## src/hw/rtl/tf256_pkg.sv

```systemverilog
// Shared types, constants and helper functions of the Threefish-256 unit
`timescale 1ns / 1ps
package tf256_pkg;

  localparam int Words   = 4;
  localparam int Rounds  = 72;
  localparam int Subkeys = 19;
  localparam logic [63:0] Parity = 64'h1BD11BDAA9FC1A22;

  localparam int RotEven [8] = '{14, 52, 23, 5, 25, 46, 58, 32};
  localparam int RotOdd  [8] = '{16, 57, 40, 37, 33, 12, 22, 32};

  localparam logic [2:0] RegKey0   = 3'd0;
  localparam logic [2:0] RegKey1   = 3'd1;
  localparam logic [2:0] RegKey2   = 3'd2;
  localparam logic [2:0] RegKey3   = 3'd3;
  localparam logic [2:0] RegTweak0 = 3'd4;
  localparam logic [2:0] RegTweak1 = 3'd5;

  typedef struct packed {
    logic        action;
    logic [63:0] block_in_0;
    logic [63:0] block_in_1;
    logic [63:0] block_in_2;
    logic [63:0] block_in_3;
  } tf_in_t;

  typedef struct packed {
    logic [63:0] block_out_0;
    logic [63:0] block_out_1;
    logic [63:0] block_out_2;
    logic [63:0] block_out_3;
  } tf_out_t;

  typedef logic [Words-1:0][63:0] tf_words_t;

  typedef struct packed {
    logic      dec;
    tf_words_t w;
  } tf_stage_t;

  function automatic logic [63:0] rotl64(input logic [63:0] x, input int r);
    return (x << r) | (x >> (64 - r));
  endfunction

  function automatic logic [63:0] rotr64(input logic [63:0] x, input int r);
    return (x >> r) | (x << (64 - r));
  endfunction

  function automatic tf_words_t subkey(input tf_words_t k, input logic [1:0][63:0] t,
                                       input int s);
    logic [4:0][63:0] ke;
    logic [2:0][63:0] te;
    tf_words_t        sk;
    ke[3:0] = k;
    ke[4]   = k[0] ^ k[1] ^ k[2] ^ k[3] ^ Parity;
    te[1:0] = t;
    te[2]   = t[0] ^ t[1];
    sk[0]   = ke[s % 5];
    sk[1]   = ke[(s + 1) % 5] + te[s % 3];
    sk[2]   = ke[(s + 2) % 5] + te[(s + 1) % 3];
    sk[3]   = ke[(s + 3) % 5] + 64'(s);
    return sk;
  endfunction

endpackage

```

## src/hw/rtl/tf256_round.sv

```systemverilog
// One registered round of the cipher, forward or inverse per beat
`timescale 1ns / 1ps
module tf256_round #(
  parameter int RoundIdx = 0
) (
  input  logic                 clk,
  input  logic                 rst,
  input  logic                 en,
  input  logic                 vld_in,
  input  tf256_pkg::tf_stage_t stg_in,
  input  tf256_pkg::tf_words_t sk_enc,
  input  tf256_pkg::tf_words_t sk_dec,
  output logic                 vld,
  output tf256_pkg::tf_stage_t stg
);
  import tf256_pkg::*;

  localparam int  DecIdx = Rounds - 1 - RoundIdx;
  localparam bit  EncAdd = (RoundIdx % 4) == 3;
  localparam bit  DecSub = (DecIdx % 4) == 3;

  tf_words_t v, a, e, u, d;

  always_comb begin
    v    = stg_in.w;
    a[0] = v[0] + v[1];
    a[1] = rotl64(v[1], RotEven[RoundIdx % 8]) ^ a[0];
    a[2] = v[2] + v[3];
    a[3] = rotl64(v[3], RotOdd[RoundIdx % 8]) ^ a[2];
    e    = {a[1], a[2], a[3], a[0]};
    if (EncAdd) begin
      for (int i = 0; i < Words; i++) e[i] = e[i] + sk_enc[i];
    end
    u = v;
    if (DecSub) begin
      for (int i = 0; i < Words; i++) u[i] = v[i] - sk_dec[i];
    end
    d[1] = rotr64(u[3] ^ u[0], RotEven[DecIdx % 8]);
    d[0] = u[0] - d[1];
    d[3] = rotr64(u[1] ^ u[2], RotOdd[DecIdx % 8]);
    d[2] = u[2] - d[3];
  end

  always_ff @(posedge clk) begin
    if (rst) begin
      vld <= 1'b0;
    end else if (en) begin
      vld <= vld_in;
    end
  end

  always_ff @(posedge clk) begin
    if (en) begin
      stg.dec <= stg_in.dec;
      stg.w   <= stg_in.dec ? d : e;
    end
  end

endmodule
```

## config.mk

```make
export PLATFORM = sky130hd
export DESIGN_NAME = tf256_round
export DESIGN_NICKNAME = d
export VERILOG_FILES = /design/src/hw/rtl/tf256_pkg.sv /design/src/hw/rtl/tf256_round.sv
export SDC_FILE = /design/constraint.sdc
export NUM_CORES = 2
export LEC_CHECK = 0
export BUFFER_PORTS_ARGS = -buffer_cell sky130_fd_sc_hd__buf_4
export CAP_MARGIN = 25
export CORE_AREA = 5 5 398 400
export CTS_BUF_LIST = sky130_fd_sc_hd__clkbuf_4
export CTS_CLUSTER_DIAMETER = 60
export DETAILED_ROUTE_END_ITERATION = 10
export DIE_AREA = 0 0 403 405
export PLACE_DENSITY = 0.43
export SLEW_MARGIN = 5
export SYNTH_ARGS = -nofsm -noshare
export SYNTH_HDL_FRONTEND = slang
export SYNTH_SLANG_ARGS = --single-unit
export TNS_END_PERCENT = 100
```

## constraint.sdc

```tcl
create_clock -name clk -period 10.95 [get_ports clk]
set_input_delay 2.19 -clock clk [delete_from_list [all_inputs] [get_ports clk]]
set_output_delay 2.19 -clock clk [all_outputs]
set_load 0.01 [all_outputs]
```

[After elaboration in Yosys (flattened, before gate mapping)]
Index checks and enable logic that the tools add are counted.
Cells by class
  add/subtract/negate cells: 8
  mux-type cells: 1
  bitwise gates (word level): 8
Operator list (number)
  $sub A64 B64 Y64: 6
  $mux W256: 1
  $xor A64 B64 Y64: 4
  $add A64 B64 Y64: 2
  $or A32 B64 Y64: 2
  $or A64 B14 Y64: 1
  $or A64 B16 Y64: 1
Storage, ports and cells
  register bits: 258
  input port bits: 773
  output and inout port bits: 258

[Depth between registers and ports, before layout]
  word-level depth: 5
  depth in mapped cells: 39
  mapped depth without buffers: 39

[Worst setup path before layout]
Ideal clock, no wire load.
  path kind: input port to flip-flop
  from: in sk_dec[130] (netlist bit)
  to: reg stg[186] (netlist bit) (data pin)
  data arrival time: 9095 ps
  required time: 10689 ps
  setup slack: 1594 ps
  stages: 38
  path through: inv_1 -> ha_1 -> nor2b_1 -> o31a_1 -> nor4_1 -> o31ai_4 -> o21ai_0 -> a21boi_0 -> o21ai_0 -> nand2b_1 -> a21oi_1 -> nor2b_1 -> o21a_1 -> nor2_1 -> o21ai_0 -> a21oi_1 -> xnor2_1 -> xor2_1 -> [... 2 more ...] -> fa_1 -> a21oi_1 -> o211ai_1 -> a31o_2 -> a21o_1 -> a311oi_1 -> o31ai_1 -> nor2_1 -> nor2_1 -> a21oi_1 -> maj3_2 -> maj3_2 -> a21oi_2 -> o21ai_2 -> a2111oi_4 -> o2111ai_1 -> o21ai_0 -> a221o_1
On the way
  longest elaborated chain between the ends: 5
Ends and longest elaborated chain
  from (decl): line tf256_round.sv:12  | input tf256_pkg::tf_words_t sk_dec,
  $sub A64 B64 Y64 *: line tf256_round.sv:36  | for (int i = 0; i < Words; i++) u[i] = v[i] - sk_dec[i];
  $xor A64 B64 Y64: line tf256_round.sv:40  | d[3] = rotr64(u[1] ^ u[2], RotOdd[DecIdx % 8]);
  $or A32 B64 Y64: line tf256_pkg.sv:47  | return (x >> r) | (x << (64 - r));
  $sub A64 B64 Y64 *: line tf256_round.sv:41  | d[2] = u[2] - d[3];
  $mux W256 *: line tf256_round.sv:55  | stg.w <= stg_in.dec ? d : e;
  to (decl): line tf256_round.sv:14  | output tf256_pkg::tf_stage_t stg
Every way passes the cells marked *; elsewhere a longest branch is shown, timed or not.
A chain may end at the register's enable or synchronous reset.

[Worst setup path in the final report]
  from: in stg_in[192] (netlist bit)
  to: reg stg[44] (netlist bit) (data pin)
On the way
  longest elaborated chain between the ends: 5
Ends and longest elaborated chain
  from (decl): line tf256_round.sv:10  | input tf256_pkg::tf_stage_t stg_in,
  $sub A64 B64 Y64: line tf256_round.sv:36
  $xor A64 B64 Y64: line tf256_round.sv:38  | d[1] = rotr64(u[3] ^ u[0], RotEven[DecIdx % 8]);
  $or A32 B64 Y64: line tf256_pkg.sv:47
  $sub A64 B64 Y64: line tf256_round.sv:39  | d[0] = u[0] - d[1];
  $mux W256: line tf256_round.sv:55
Every way passes these cells.

==> impl_metrics.json <==
{
  "slowest_stage": "o211ai_1",
  "worst_slew_pin_slew_ns": 1.23,
  "synth_ff_type": "edfxtp_1",
  "clkTransAtPathRegs_ns": 0.06,
  "ys_async_sr_fraction_pct": 0,
  "io_pins": 1031,
  "cts_tree": "done",
  "cts_buffers": 83,
  "start_util_pct": 26.1,
  "gp_congestion": 1.01,
  "antenna_found_initial": 50,
  "finalNonFillerCells": 8176,
  "via_count": 44933,
  "synth_cells": 5110,
  "clockRootBuffer": "clkbuf_4",
  "fin_crit_ns": 9.90,
  "post_cts_buffers": 0,
  "rsz0062_at_grt": "no",
  "worst_path_most_repeated_cell": "a21oi_1",
  "r2r-start": "vld$_SDFFE_PP0P_",
  "viasPerCell": 5.50,
  "wl_per_cell_um": 32.5,
  "slowest_delay_ns": 0.56,
  "drive_gt1_share_pct": 20.0,
  "fp.dieH_um": 405,
  "end_kind": "flop",
  "p_seq_share_pct": 15.6,
  "cts-resized-gates": 0,
  "finalCritPeriodShare_pct": 90.4,
  "worstHoldPathCells": 2,
  "place_inst": 8008,
  "rows": 145,
  "postLayoutCellArea_um2": 51100,
  "grt_pass1_wl_um": 349000,
  "worst_r2r_endpoint": "vld$_SDFFE_PP0P_",
  "max_slew_margin_pct": 17.5,
  "grt_max_degree": 122,
  "arrival_ns": 10.70,
  "nets": 7319,
  "syn_nets": 6392,
  "preCtsSetupSlack_ns": 0.132,
  "reg2reg_slack_ns": 10.37,
  "totalWireLength_um": 266000,
  "critical_path_required_ns": 11.75,
  "peakVddDrop_v": 0.000100,
  "timing.final.ws_setup_ns": 1.05,
  "placed_cell_area_um2": 50000,
  "synth.distinct_cells": 98,
  "min-delay-start": "vld$_SDFFE_PP0P_",
  "dr.pass1.iters": 5,
  "h-tree-depth": 3,
  "grt_overflow_total": 0,
  "grtUsageTotal_pct": 30.8,
  "ys_seq_area_share_pct": 19.1,
  "powerDensity_nw_per_um2": 212,
  "synth_seq_cells": 258,
  "worst_hold_path.endpoint": "vld$_SDFFE_PP0P_",
  "hold_path_class": "flop to flop",
  "fillers": 16869,
  "p_leak_nw": 23.6,
  "cts_hold_buf": 0,
  "fin_skew_ns": 0,
  "synth_edf_count": 257,
  "dp.final_hpwl_um": 234000,
  "post-route-util_pct": 33.0,
  "hold_viol_final": 0,
  "synth_top_area_share_pct": 19.1,
  "drc": 0,
  "ant_nets": 0,
  "synth_area_leaders": "edfxtp_1 19%, ha_1 15%, xnor2_1 11%, a21oi_1 6.8%, a21o_1 5.7%",
  "syn_area_um2": 40500,
  "setup_viol": 0,
  "p_clk_share_pct": 10.1,
  "syn_area_per_cell_um2": 7.92,
  "maxClockFrequency_mhz": 101,
  "cp_max_fo": 3,
  "final.setup.tns_ns": 0,
  "synth.most_common_cell": "a21oi_1",
  "syn2layout_area_growth_pct": 26.2,
  "core_um2": 155000,
  "synth_common_cells": "548 x a21oi_1, 501 x ha_1, 492 x xnor2_1",
  "pwr-share-comb_pct": 74.3,
  "io_buffers": 774,
  "critical_path_class": "input port to flop",
  "swShare_pct": 52.9,
  "intPower_mw": 5.10,
  "power_switching_mw": 5.73,
  "drtIter0Drc": 4440,
  "clock_latency_ns": 1.00,
  "status": "finished clean",
  "clock-sinks": 258,
  "clockBufferDepth": 3,
  "grt_pass1_vias": 43118,
  "drv_cap": 0,
  "cp-start-kind": "input port",
  "synth_top_area_cell": "edfxtp_1",
  "die_w_um": 403,
  "r2r_cells": 2,
  "die_area_um2": 163000,
  "drv_slew": 0,
  "ys.warnings.count": 0
}
-- kinds of logic after synthesis --
logic type | count (synthesis) | share of synthesized area, %
simple gates | 1291 | 15.2
xor+xnor | 727 | 16.0
buf+inv | 511 | 4.76
flops | 258 | 19.1
compound gates | 1755 | 27.5
fa+ha+maj | 516 | 16.1
mux | 52 | 1.39
-- registers in the layout, indices dropped and copies added (netlist names) --
| signal | cells |
|---|---|
| stg | 257 |
| vld | 1 |
-- cell usage in the layout (no fill, tap or decap), types with 14 or more instances in the layout --
| cell type | n |
|---|---|
| inv_1 | 353 |
| a211o_1 | 18 |
| mux2_2 | 34 |
| xnor2_1 | 492 |
| mux2i_1 | 18 |
| and3_1 | 63 |
| o21ai_0 | 385 |
| a21oi_1 | 548 |
| xor2_1 | 227 |
| nor3_1 | 60 |
| a31oi_1 | 48 |
| clkbuf_4 | 112 |
| o211ai_1 | 32 |
| edfxtp_1 | 257 |
| nand2b_1 | 61 |
| a211oi_1 | 42 |
| clkinv_1 | 20 |
| nor2b_1 | 58 |
| o31a_1 | 16 |
| o21bai_1 | 81 |
| o21a_1 | 75 |
| nand3_1 | 104 |
| buf_4 | 996 |
| nand2_1 | 434 |
| diode_2 | 24 |
| a21boi_0 | 18 |
| nor2_1 | 303 |
| o31ai_1 | 24 |
| nand4_1 | 71 |
| a21o_1 | 307 |
| or2_2 | 14 |
| or3_1 | 24 |
| ha_1 | 501 |
| and2_1 | 29 |
-- stage by stage --
step           power (mW)  hold WS [ns]
2_1_floorplan        5.75         0.528
3_3_place_gp         9.60         0.480
3_5_place_dp         9.56         0.500
4_1_cts              10.7         0.511
5_1_grt              11.3         0.540
6_report             10.8         0.501
-- how the worst max path moves through the flow --
stage / endpoint / cells after the start / startpoint
3_5_place_dp: stg[186]$_DFFE_PP_ / 42 / stg_in[128]
6_report: stg[44]$_DFFE_PP_ / 40 / stg_in[192]
3_3_place_gp: stg[186]$_DFFE_PP_ / 42 / stg_in[128]
5_1_grt: stg[184]$_DFFE_PP_ / 43 / stg_in[128]
4_1_cts: stg[186]$_DFFE_PP_ / 42 / stg_in[128]
2_1_floorplan: stg[186]$_DFFE_PP_ / 38 / sk_dec[130]
-- critical path, delay by kind of cell --
family / cells / cell delay (ns)
AOI/OAI and AO/OA: 23 / 5.20
buffers and inverters: 6 / 0.96
xor gates and xnor gates: 3 / 0.73
and+or+nand+nor: 4 / 0.52
adders and majority gates: 4 / 1.05
-- metal layers --
metal  track usage, %  wire length (µm)  vias up
met3             6.58             20500      416
met5                0               117        -
met1             39.6            113000    21880
li1                 -                 -    20481
met4             15.3             14800       20
met2             49.0            118000     2136
-- power by group through the flow --
stage	registers, mW	logic, mW	clock network, mW
after floorplan	1.80	3.95	0
after CTS	1.69	7.92	1.13
after global placement	1.70	7.91	0
after detailed placement	1.70	7.86	0
after global routing	1.71	8.42	1.17
final	1.69	8.05	1.09
-- area by class of cell --
| type | instances | area, µm² | area share [%] |
|---|---|---|---|
| Multi-Input combinational cell | 4341 | 30800 | 60.3 |
| Sequential cell | 258 | 7740 | 15.1 |
| Timing Repair Buffer | 999 | 7530 | 14.7 |
| Tap cell | 2058 | 2570 | 5.04 |
| Inverter | 354 | 1330 | 2.61 |
| Clock buffer | 112 | 841 | 1.65 |
| Clock inverter | 30 | 201 | 0.394 |
| Antenna cell | 24 | 60.1 | 0.118 |
(Power assumes the default switching activity.)
